File: src/rtl/iwc_pkg.sv
// ----------------------------------------------------------------------------
// iwc_pkg: shared definitions for the Wolff cluster update core
// Command codes, register indexes, field widths and the control structs
// passed between the sequencer and the random number unit.
// ----------------------------------------------------------------------------
`default_nettype none
package iwc_pkg;

	localparam int CMD_W   = 2;
	localparam int COORD_W = 7;
	localparam int SIZE_W  = 15;
	localparam int WORD_W  = 32;
	localparam int CFG_IDX_W = 1;

	typedef enum logic [CMD_W-1:0] {
		CMD_WRITE  = 2'd0,
		CMD_READ   = 2'd1,
		CMD_UPDATE = 2'd2,
		CMD_NOP    = 2'd3
	} cmd_t;

	localparam logic [CFG_IDX_W-1:0] REG_BOND_THRESHOLD = 1'd0;
	localparam logic [CFG_IDX_W-1:0] REG_RANDOM_SEED    = 1'd1;

	localparam logic [WORD_W-1:0] BOND_THRESHOLD_RST = 32'd2881094127;
	localparam logic [WORD_W-1:0] RANDOM_SEED_RST    = 32'd2463534242;

	// Request from the sequencer: advance the generator by one word.
	typedef struct packed {
		logic draw;
	} rng_ctl_t;

	// Answer for the current draw: the next word lies below the threshold.
	typedef struct packed {
		logic bond;
	} rng_stat_t;

endpackage
`default_nettype wire

File: src/rtl/iwc_cfg_if.sv
// ----------------------------------------------------------------------------
// iwc_cfg_if: configuration write channel
// Carries a register index and the data to write.
// ----------------------------------------------------------------------------
`default_nettype none
interface iwc_cfg_if;
	logic                            valid;
	logic                            ready;
	logic [iwc_pkg::CFG_IDX_W-1:0]   index;
	logic [iwc_pkg::WORD_W-1:0]      data;

	modport source (output valid, index, data, input ready);
	modport sink   (input valid, index, data, output ready);
endinterface
`default_nettype wire

File: src/rtl/iwc_rng.sv
// ----------------------------------------------------------------------------
// iwc_rng: bond random source
// Holds the configuration registers and the xorshift32 state, and answers
// whether the next drawn word falls below the bond threshold.
// ----------------------------------------------------------------------------
`default_nettype none
module iwc_rng (
	input  wire logic        clk,
	input  wire logic        arst_n,
	iwc_cfg_if.sink          cfg,
	input  iwc_pkg::rng_ctl_t  ctl,
	output iwc_pkg::rng_stat_t stat
);

	logic [iwc_pkg::WORD_W-1:0] thr_q;
	logic [iwc_pkg::WORD_W-1:0] gen_q;
	logic [iwc_pkg::WORD_W-1:0] t1, t2, gen_next;

	assign cfg.ready = 1'b1;

	always_comb begin
		t1       = gen_q ^ (gen_q << 13);
		t2       = t1 ^ (t1 >> 17);
		gen_next = t2 ^ (t2 << 5);
	end

	assign stat.bond = gen_next < thr_q;

	always_ff @(posedge clk or negedge arst_n) begin
		if (!arst_n) begin
			thr_q <= iwc_pkg::BOND_THRESHOLD_RST;
			gen_q <= iwc_pkg::RANDOM_SEED_RST;
		end else begin
			if (cfg.valid && cfg.index == iwc_pkg::REG_BOND_THRESHOLD) begin
				thr_q <= cfg.data;
			end
			if (cfg.valid && cfg.index == iwc_pkg::REG_RANDOM_SEED) begin
				gen_q <= cfg.data;
			end else if (ctl.draw) begin
				gen_q <= gen_next;
			end
		end
	end

endmodule
`default_nettype wire

File: src/flat_wrapper.sv
// flat-port wrapper written by rule: the top's interface ports become plain ports
module iwc_rng_flat 
  (clk, arst_n, ctl, stat, cfg_valid, cfg_index, cfg_data, cfg_ready);
  iwc_cfg_if cfg_i ();
  input  wire logic clk;
  input  wire logic arst_n;
  input  iwc_pkg::rng_ctl_t ctl;
  output iwc_pkg::rng_stat_t stat;
  input wire logic [$bits(cfg_i.valid)-1:0] cfg_valid;
  input wire logic [$bits(cfg_i.index)-1:0] cfg_index;
  input wire logic [$bits(cfg_i.data)-1:0] cfg_data;
  output wire logic [$bits(cfg_i.ready)-1:0] cfg_ready;
  assign cfg_i.valid = cfg_valid;
  assign cfg_i.index = cfg_index;
  assign cfg_i.data = cfg_data;
  assign cfg_ready = cfg_i.ready;
  iwc_rng u_core (.clk(clk), .arst_n(arst_n), .cfg(cfg_i), .ctl(ctl), .stat(stat));
endmodule
File: config.mk
export PLATFORM = sky130hd
export DESIGN_NAME = iwc_rng_flat
export DESIGN_NICKNAME = d
export VERILOG_FILES = /design/src/rtl/iwc_pkg.sv /design/src/rtl/iwc_cfg_if.sv /design/src/rtl/iwc_rng.sv /design/src/flat_wrapper.sv
export SDC_FILE = /design/constraint.sdc
export NUM_CORES = 1
export LEC_CHECK = 0
export BUFFER_PORTS_ARGS = -buffer_cell sky130_fd_sc_hd__buf_2
export CAP_MARGIN = 20
export CORE_MARGIN = 8
export CORE_UTILIZATION = 45
export CTS_BUF_LIST = sky130_fd_sc_hd__clkbuf_4 sky130_fd_sc_hd__clkbuf_8
export CTS_CLUSTER_SIZE = 25
export DETAILED_ROUTE_END_ITERATION = 12
export SLEW_MARGIN = 20
export SYNTH_ARGS = -nofsm -noshare
export SYNTH_HDL_FRONTEND = slang
export SYNTH_SLANG_ARGS = --single-unit
File: constraint.sdc
create_clock -name clk -period 3.06 [get_ports clk]
set_clock_uncertainty 0.05 [all_clocks]
set_input_delay 0.612 -clock clk [delete_from_list [all_inputs] [get_ports clk]]
set_output_delay 0.612 -clock clk [all_outputs]
set_load 0.03 [all_outputs]
==> reports/results.tsv, run 1 <==
metric	value	unit
status	complete, but fails checks	
violations	setup timing	
seq_area_frac_synth	0.399	
die_width	112	µm
synth_xor_area_frac	0.163	
synth_compound_area_frac	0.0799	
grt_pass1_wl	17.0	mm
routed-via-count	3067	
multiInputGateArea	0.00243	mm²
slew-limit-headroom	0.484	
syn2layout_area_growth	26.6	%
utilization	0.575	
avgSynthCellArea	10.3	µm²
antenna_found_initial	0	
grt.total_usage	0.174	
post-place-ws	-0.467	ns
layout_setup_ws	-0.460	ns
nets	557	
synth_cell_types	35	
netlist_area	0.00412	mm²
overflow	0	
drc	0	
cp-startpoint	u_core.gen_q[17]	
synth_fa_ha_area_frac	0.0942	
cts_root_buffer	clkbuf_8	
synth-warning-count	0	
synth-seq-cells	64	
place_congestion	0.852	
path_buf_inv	2	
drv_slew	0	
die_y	112	µm
start_util	0.454	
endpoint_kind	output port	
post-route-period-util	1.15	
insertion_delay	0.35	ns
tns	-0.460	ns
synthSimpleGateAreaFrac	0.0620	
grt_max_degree	39	
worstSetupStartpointType	register	
drt-total-wl	10.4	mm
syn_inst	399	
clk_path_buf_depth	2	
io_buffers	37	
path_clk_slew	0.08	ns
drt_iter0_markers	109	
dpl_cell_area	0.00480	mm²
first_global_vias	3200	
numCtsBuffers	9	
antennaDiodeCount	0	
pin_count	39	
crit_fanout	4	
max_stage_delay	0.67	ns
die-area	0.0125	mm²
drv_cap	0	
via_per_inst	5.07	
drt-wirelength-per-cell	17.1	µm
async_reset_ff_frac	1.00	
required	2.40	ns
rows	35	
drtAntennaViolNets	0	
synthMuxAreaShare	0.153	
hold_viol	0	
drive_gt1_frac	0.405	
fmax	284	MHz
synth_ff_type	dfstp_2	
final-setup-viol-count	1	
synth_top_family_by_area	XOR/XNOR gates	
seq_area	0.00164	mm²
tritoncts	yes	
critPathSlowestCell	dfstp_2	
hpwl	7.98	mm
path_cells	xnor2_4 > xor2_2 > buf_4 > ha_1 > and4_1 > a2111oi_4 > o21ai_1 > o21ai_2 > buf_6	
reg2reg_from	u_core.gen_q[17]	
rsz0062_at_grt	yes	
crit_family	flip-flops	
h-tree-depth	3	
tightest_slew	0.774	ns
design_area	0.00521	mm²
criticalPathCategory	register to output port	
arrival	2.86	ns
hold_path_class	input port to async pin	
synth_edf_count	0	
core_area	0.00906	mm²
period_needed	3.52	ns
fillerInstances	814	
synth_nets	467	
first_pass_iters	4	
cts_sinks	64	
[worst reg2reg max path, cell delays in order (launching register included)]
cell and delay (ns):
dfstp_2 0.67, xnor2_2 0.20, xnor2_2 0.16, xor2_1 0.25
buf_4 0.15, buf_4 0.09, mux2i_1 0.05, o21ai_0 0.17
[sequential cells by signal (all words and copies together), names as in the netlist]
| register | flops |
|---|---|
| u_core.gen_q | 32 |
| u_core.thr_q | 32 |
[cell usage in the layout (no fill, tap or decap), types with 2 or more instances in the layout]
cell type and count:
o21ai_0 34, ha_1 31, mux2i_1 27, xor2_1 12
nor2_1 8, nand3_1 2, clkbuf_8 11, xor2_2 6
inv_1 33, a211oi_1 2, clkbuf_4 2, a21oi_1 9
nand2_1 41, o21ai_2 3, xnor2_1 43, o21ai_1 5
dfstp_2 32, mux2_2 30, dfrtp_1 32, nand4_1 5
xnor2_2 7, buf_4 58, buf_12 2, mux2_1 2
buf_2 36, a21oi_2 2
[logic make-up (layout without fill, tap and decap cells)]
kind of cell               after synthesis  in the layout
xor gates and xnor gates                71             71
DFF                                     64             64
AOI/OAI and AO/OA                       61             61
and+or+nand+nor                         61             61
muxes                                   59             59
buffers and inverters                   51            146
adders and majority gates               31             31
other                                    1              1
[through the flow]
| step | cells | hold WS [ns] |
|---|---|---|
| detailed placement | 583 | 0.447 |
| floorplan | 399 | 0.266 |
| finish | 605 | 0.264 |
| global route | 605 | 0.306 |
| CTS | 604 | 0.272 |
| global placement | 583 | 0.439 |
[synthesized netlist by cell type, types with 3 or more instances]
master | count | share of area
clkbuf_1 | 11 | 0.010
inv_1 | 33 | 0.030
buf_1 | 5 | 0.0046
ha_1 | 31 | 0.094
nor2_1 | 9 | 0.0082
a21oi_1 | 11 | 0.013
o21ai_0 | 38 | 0.046
xor2_1 | 16 | 0.034
mux2_2 | 30 | 0.082
xnor2_1 | 49 | 0.10
o21ai_1 | 4 | 0.0049
dfstp_2 | 32 | 0.20
mux2i_1 | 27 | 0.066
xor2_2 | 3 | 0.012
nand4_1 | 5 | 0.0076
dfrtp_1 | 32 | 0.19
nand2_1 | 41 | 0.037
[cell type report]
type	count	share of cell area
clock buffers	13	0.0319
repair buffers	97	0.128
clock inverters	3	0.00816
inverters	33	0.0238
flip-flops and latches	64	0.315
well taps	111	0.0267
multi-input cells	284	0.467
[timing repair]
item                                    in CTS  in global routing
hold buffers                                 0                  0
setup buffers                                5                  1
endpoints found under the setup margin       1                  1
pin swaps                                   12                  6
resized for setup                           13                 13
[final timing paths]
kind / to / slack, ns / cells after the start
max in group asynchronous: u_core.gen_q[20] / 1.98 / 2
worst max register to register: u_core.gen_q[18] / 1.18 / 7
worst max-delay path: stat / -0.46 / 9
worst min register to register: u_core.thr_q[30] / 0.46 / 1
worst min-delay path: u_core.thr_q[28] / 0.26 / 1
min in group clk: u_core.gen_q[25] / 0.43 / 3
[metal layers]
layer,vias to the layer above,GRT usage,wire [µm]
met5,-,0,0
met4,0,0.0583,171
met3,14,0.0357,495
met2,53,0.273,4820
met1,1488,0.233,4870
li1,1512,-,-
Power of run 1 is left out: the tool's default activity adds up to more than one toggle a clock period on the data nets, which glitch-free logic cannot reach.
==> inputs of run 2 (changes only) <==
--- a/config.mk
+++ b/config.mk
@@ -7,7 +7,7 @@
 export LEC_CHECK = 0
 export BUFFER_PORTS_ARGS = -buffer_cell sky130_fd_sc_hd__buf_2
 export CAP_MARGIN = 20
-export CORE_MARGIN = 8
+export CORE_MARGIN = 3
 export CORE_UTILIZATION = 45
 export CTS_BUF_LIST = sky130_fd_sc_hd__clkbuf_4 sky130_fd_sc_hd__clkbuf_8
 export CTS_CLUSTER_SIZE = 25
==> run 2 against run 1 <==
Against the previous run:
- global-route usage increased by 4.3 points
- utilization increased by 1.8 points
- die area decreased by 17%
- the run still ends with setup timing left
- clock-buffer cell count decreased by 1
- non-clock buffer count decreased by 1
- fmax increased by 1.9%
- critical path depth increased by 1
- cell count decreased by 0.66%
- highest routed layer unchanged
- design area increased by 0.19%
- routed wire length increased by 0.44%
- sequential share of layout area decreased by 0.060 points
- setup slack improved by 0.064 ns
==> reports/results.tsv, run 2 (synthesis gave the netlist of run 1 again) <==
metric	value	unit
arrival	2.79	ns
tritoncts	yes	
rrSetupSlack	1.23	ns
core_area	0.00881	mm²
met1_length	4.92	mm
nets	556	
dr_wl_met2	4.96	mm
hold_viol	0	
criticalPathCategory	register to output port	
crit_family	flip-flops	
path_clk_slew	0.09	ns
antennaDiodeCount	0	
critPathSlowestCell	dfstp_2	
layout_common_cells	buf_4, nand2_1, xnor2_1, buf_2, o21ai_0	
rsz0062_at_grt	yes	
cts_root_buffer	clkbuf_8	
first_pass_iters	4	
first_global_vias	3260	
r2r_cells	7	
drc	0	
grt_pass1_wl	16.9	mm
crit_fanout	4	
max_stage_delay	0.65	ns
reg.largest.list	u_core.gen_q (32), u_core.thr_q (32)	
drt-wirelength-per-cell	17.3	µm
overflow	0	
routed-via-count	3072	
hpwl	7.69	mm
rows	34	
top_layer	met4	
tns	-0.395	ns
path_buf_inv	1	
final-setup-viol-count	1	
drt-total-wl	10.4	mm
seq_area	0.00164	mm²
io_buffers	37	
die_y	102	µm
post-route-period-util	1.13	
endpoint_kind	output port	
worstSetupStartpointType	register	
grt_max_degree	65	
fmax	289	MHz
drv_cap	0	
die-area	0.0103	mm²
drt_iter0_markers	151	
fillerInstances	736	
syn2layout_area_growth	26.8	%
start_util	0.468	
insertion_delay	0.36	ns
layout_setup_ws	-0.395	ns
hold_path_class	input port to async pin	
pin_count	39	
reg2reg_from	u_core.gen_q[17]	
h-tree-depth	3	
slew-limit-headroom	0.445	
r2r-end	u_core.gen_q[13]	
violations	setup timing	
grt.total_usage	0.217	
clk_path_buf_depth	2	
wl_met3	360	µm
drv_slew	0	
drive_gt1_frac	0.412	
place_congestion	0.956	
multiInputGateArea	0.00245	mm²
die_width	102	µm
status	complete, but fails checks	
antenna_found_initial	0	
numCtsBuffers	9	
required	2.40	ns
final_common_cell	buf_4	
tightest_slew	0.832	ns
via_per_inst	5.11	
drtAntennaViolNets	0	
cts_sinks	64	
path_cells	xnor2_4 > xor2_2 > xnor2_1 > ha_1 > nand4_1 > nor2_1 > nor3_2 > o32ai_2 > o21ai_2 > buf_6	
period_needed	3.46	ns
==> run 2: changes by cell type in the layout (fill, tap and decap cells not counted), sizes merged <==
cell    previous run  this run
bufinv             1         2
clkbuf            13        12
buf               97        96
==> run 2: worst register-to-register path, stage by stage (launching register included) <==
cell     delay, ns
dfstp_2       0.65
xnor2_2       0.20
xor2_2        0.24
xor2_2        0.12
buf_4         0.15
buf_4         0.12
mux2i_1       0.13
o21ai_1       0.07
==> run 2: worst max-delay path by stage <==
stage / from / end / slack, ns / cells after the start
finish: u_core.gen_q[17] / stat / -0.40 / 10
global route: u_core.gen_q[17] / stat / -0.53 / 11
CTS: u_core.gen_q[17] / stat / -0.43 / 11
detailed placement: u_core.gen_q[17] / stat / -0.34 / 10
global placement: u_core.gen_q[17] / stat / -0.32 / 10
floorplan: u_core.gen_q[1] / stat / 0.02 / 10
==> run 2: repair_timing <==
action	CTS	global route
cloned	0	0
setup buffers	4	1
setup endpoints to repair	1	1
gates resized for setup	20	7
hold buffers	0	0
pin swaps	11	4
==> run 2: routing by layer <==
metal	global-route usage	vias up
met4	0.0726	0
met3	0.0331	14
met1	0.296	1488
met2	0.353	56
li1	-	1514
met5	0	-
==> run 2: area by class of cell <==
class                   instances  share of cell area
clock buffers                  12              0.0304
clock inverters                 4              0.0146
inverters                      33              0.0237
multi-input cells             284               0.469
flip-flops and latches         64               0.314
well taps                     108              0.0259
repair buffers                 96               0.121
==> run 2: per-stage QoR <==
| stage | hold WS, ns | instance area (µm²) | utilization | setup WS, ns | std cells |
|---|---|---|---|---|---|
| after floorplan | 0.266 | 4120 | - | 0.0203 | 399 |
| after global placement | 0.441 | 4780 | 0.542 | -0.321 | 580 |
| after detailed placement | 0.446 | 4780 | 0.542 | -0.337 | 580 |
| after CTS | 0.417 | 5160 | 0.586 | -0.429 | 600 |
| after global routing | 0.430 | 5220 | 0.593 | -0.531 | 601 |
| final | 0.385 | 5220 | 0.593 | -0.395 | 601 |
Power of run 2 is left out for the same reason.
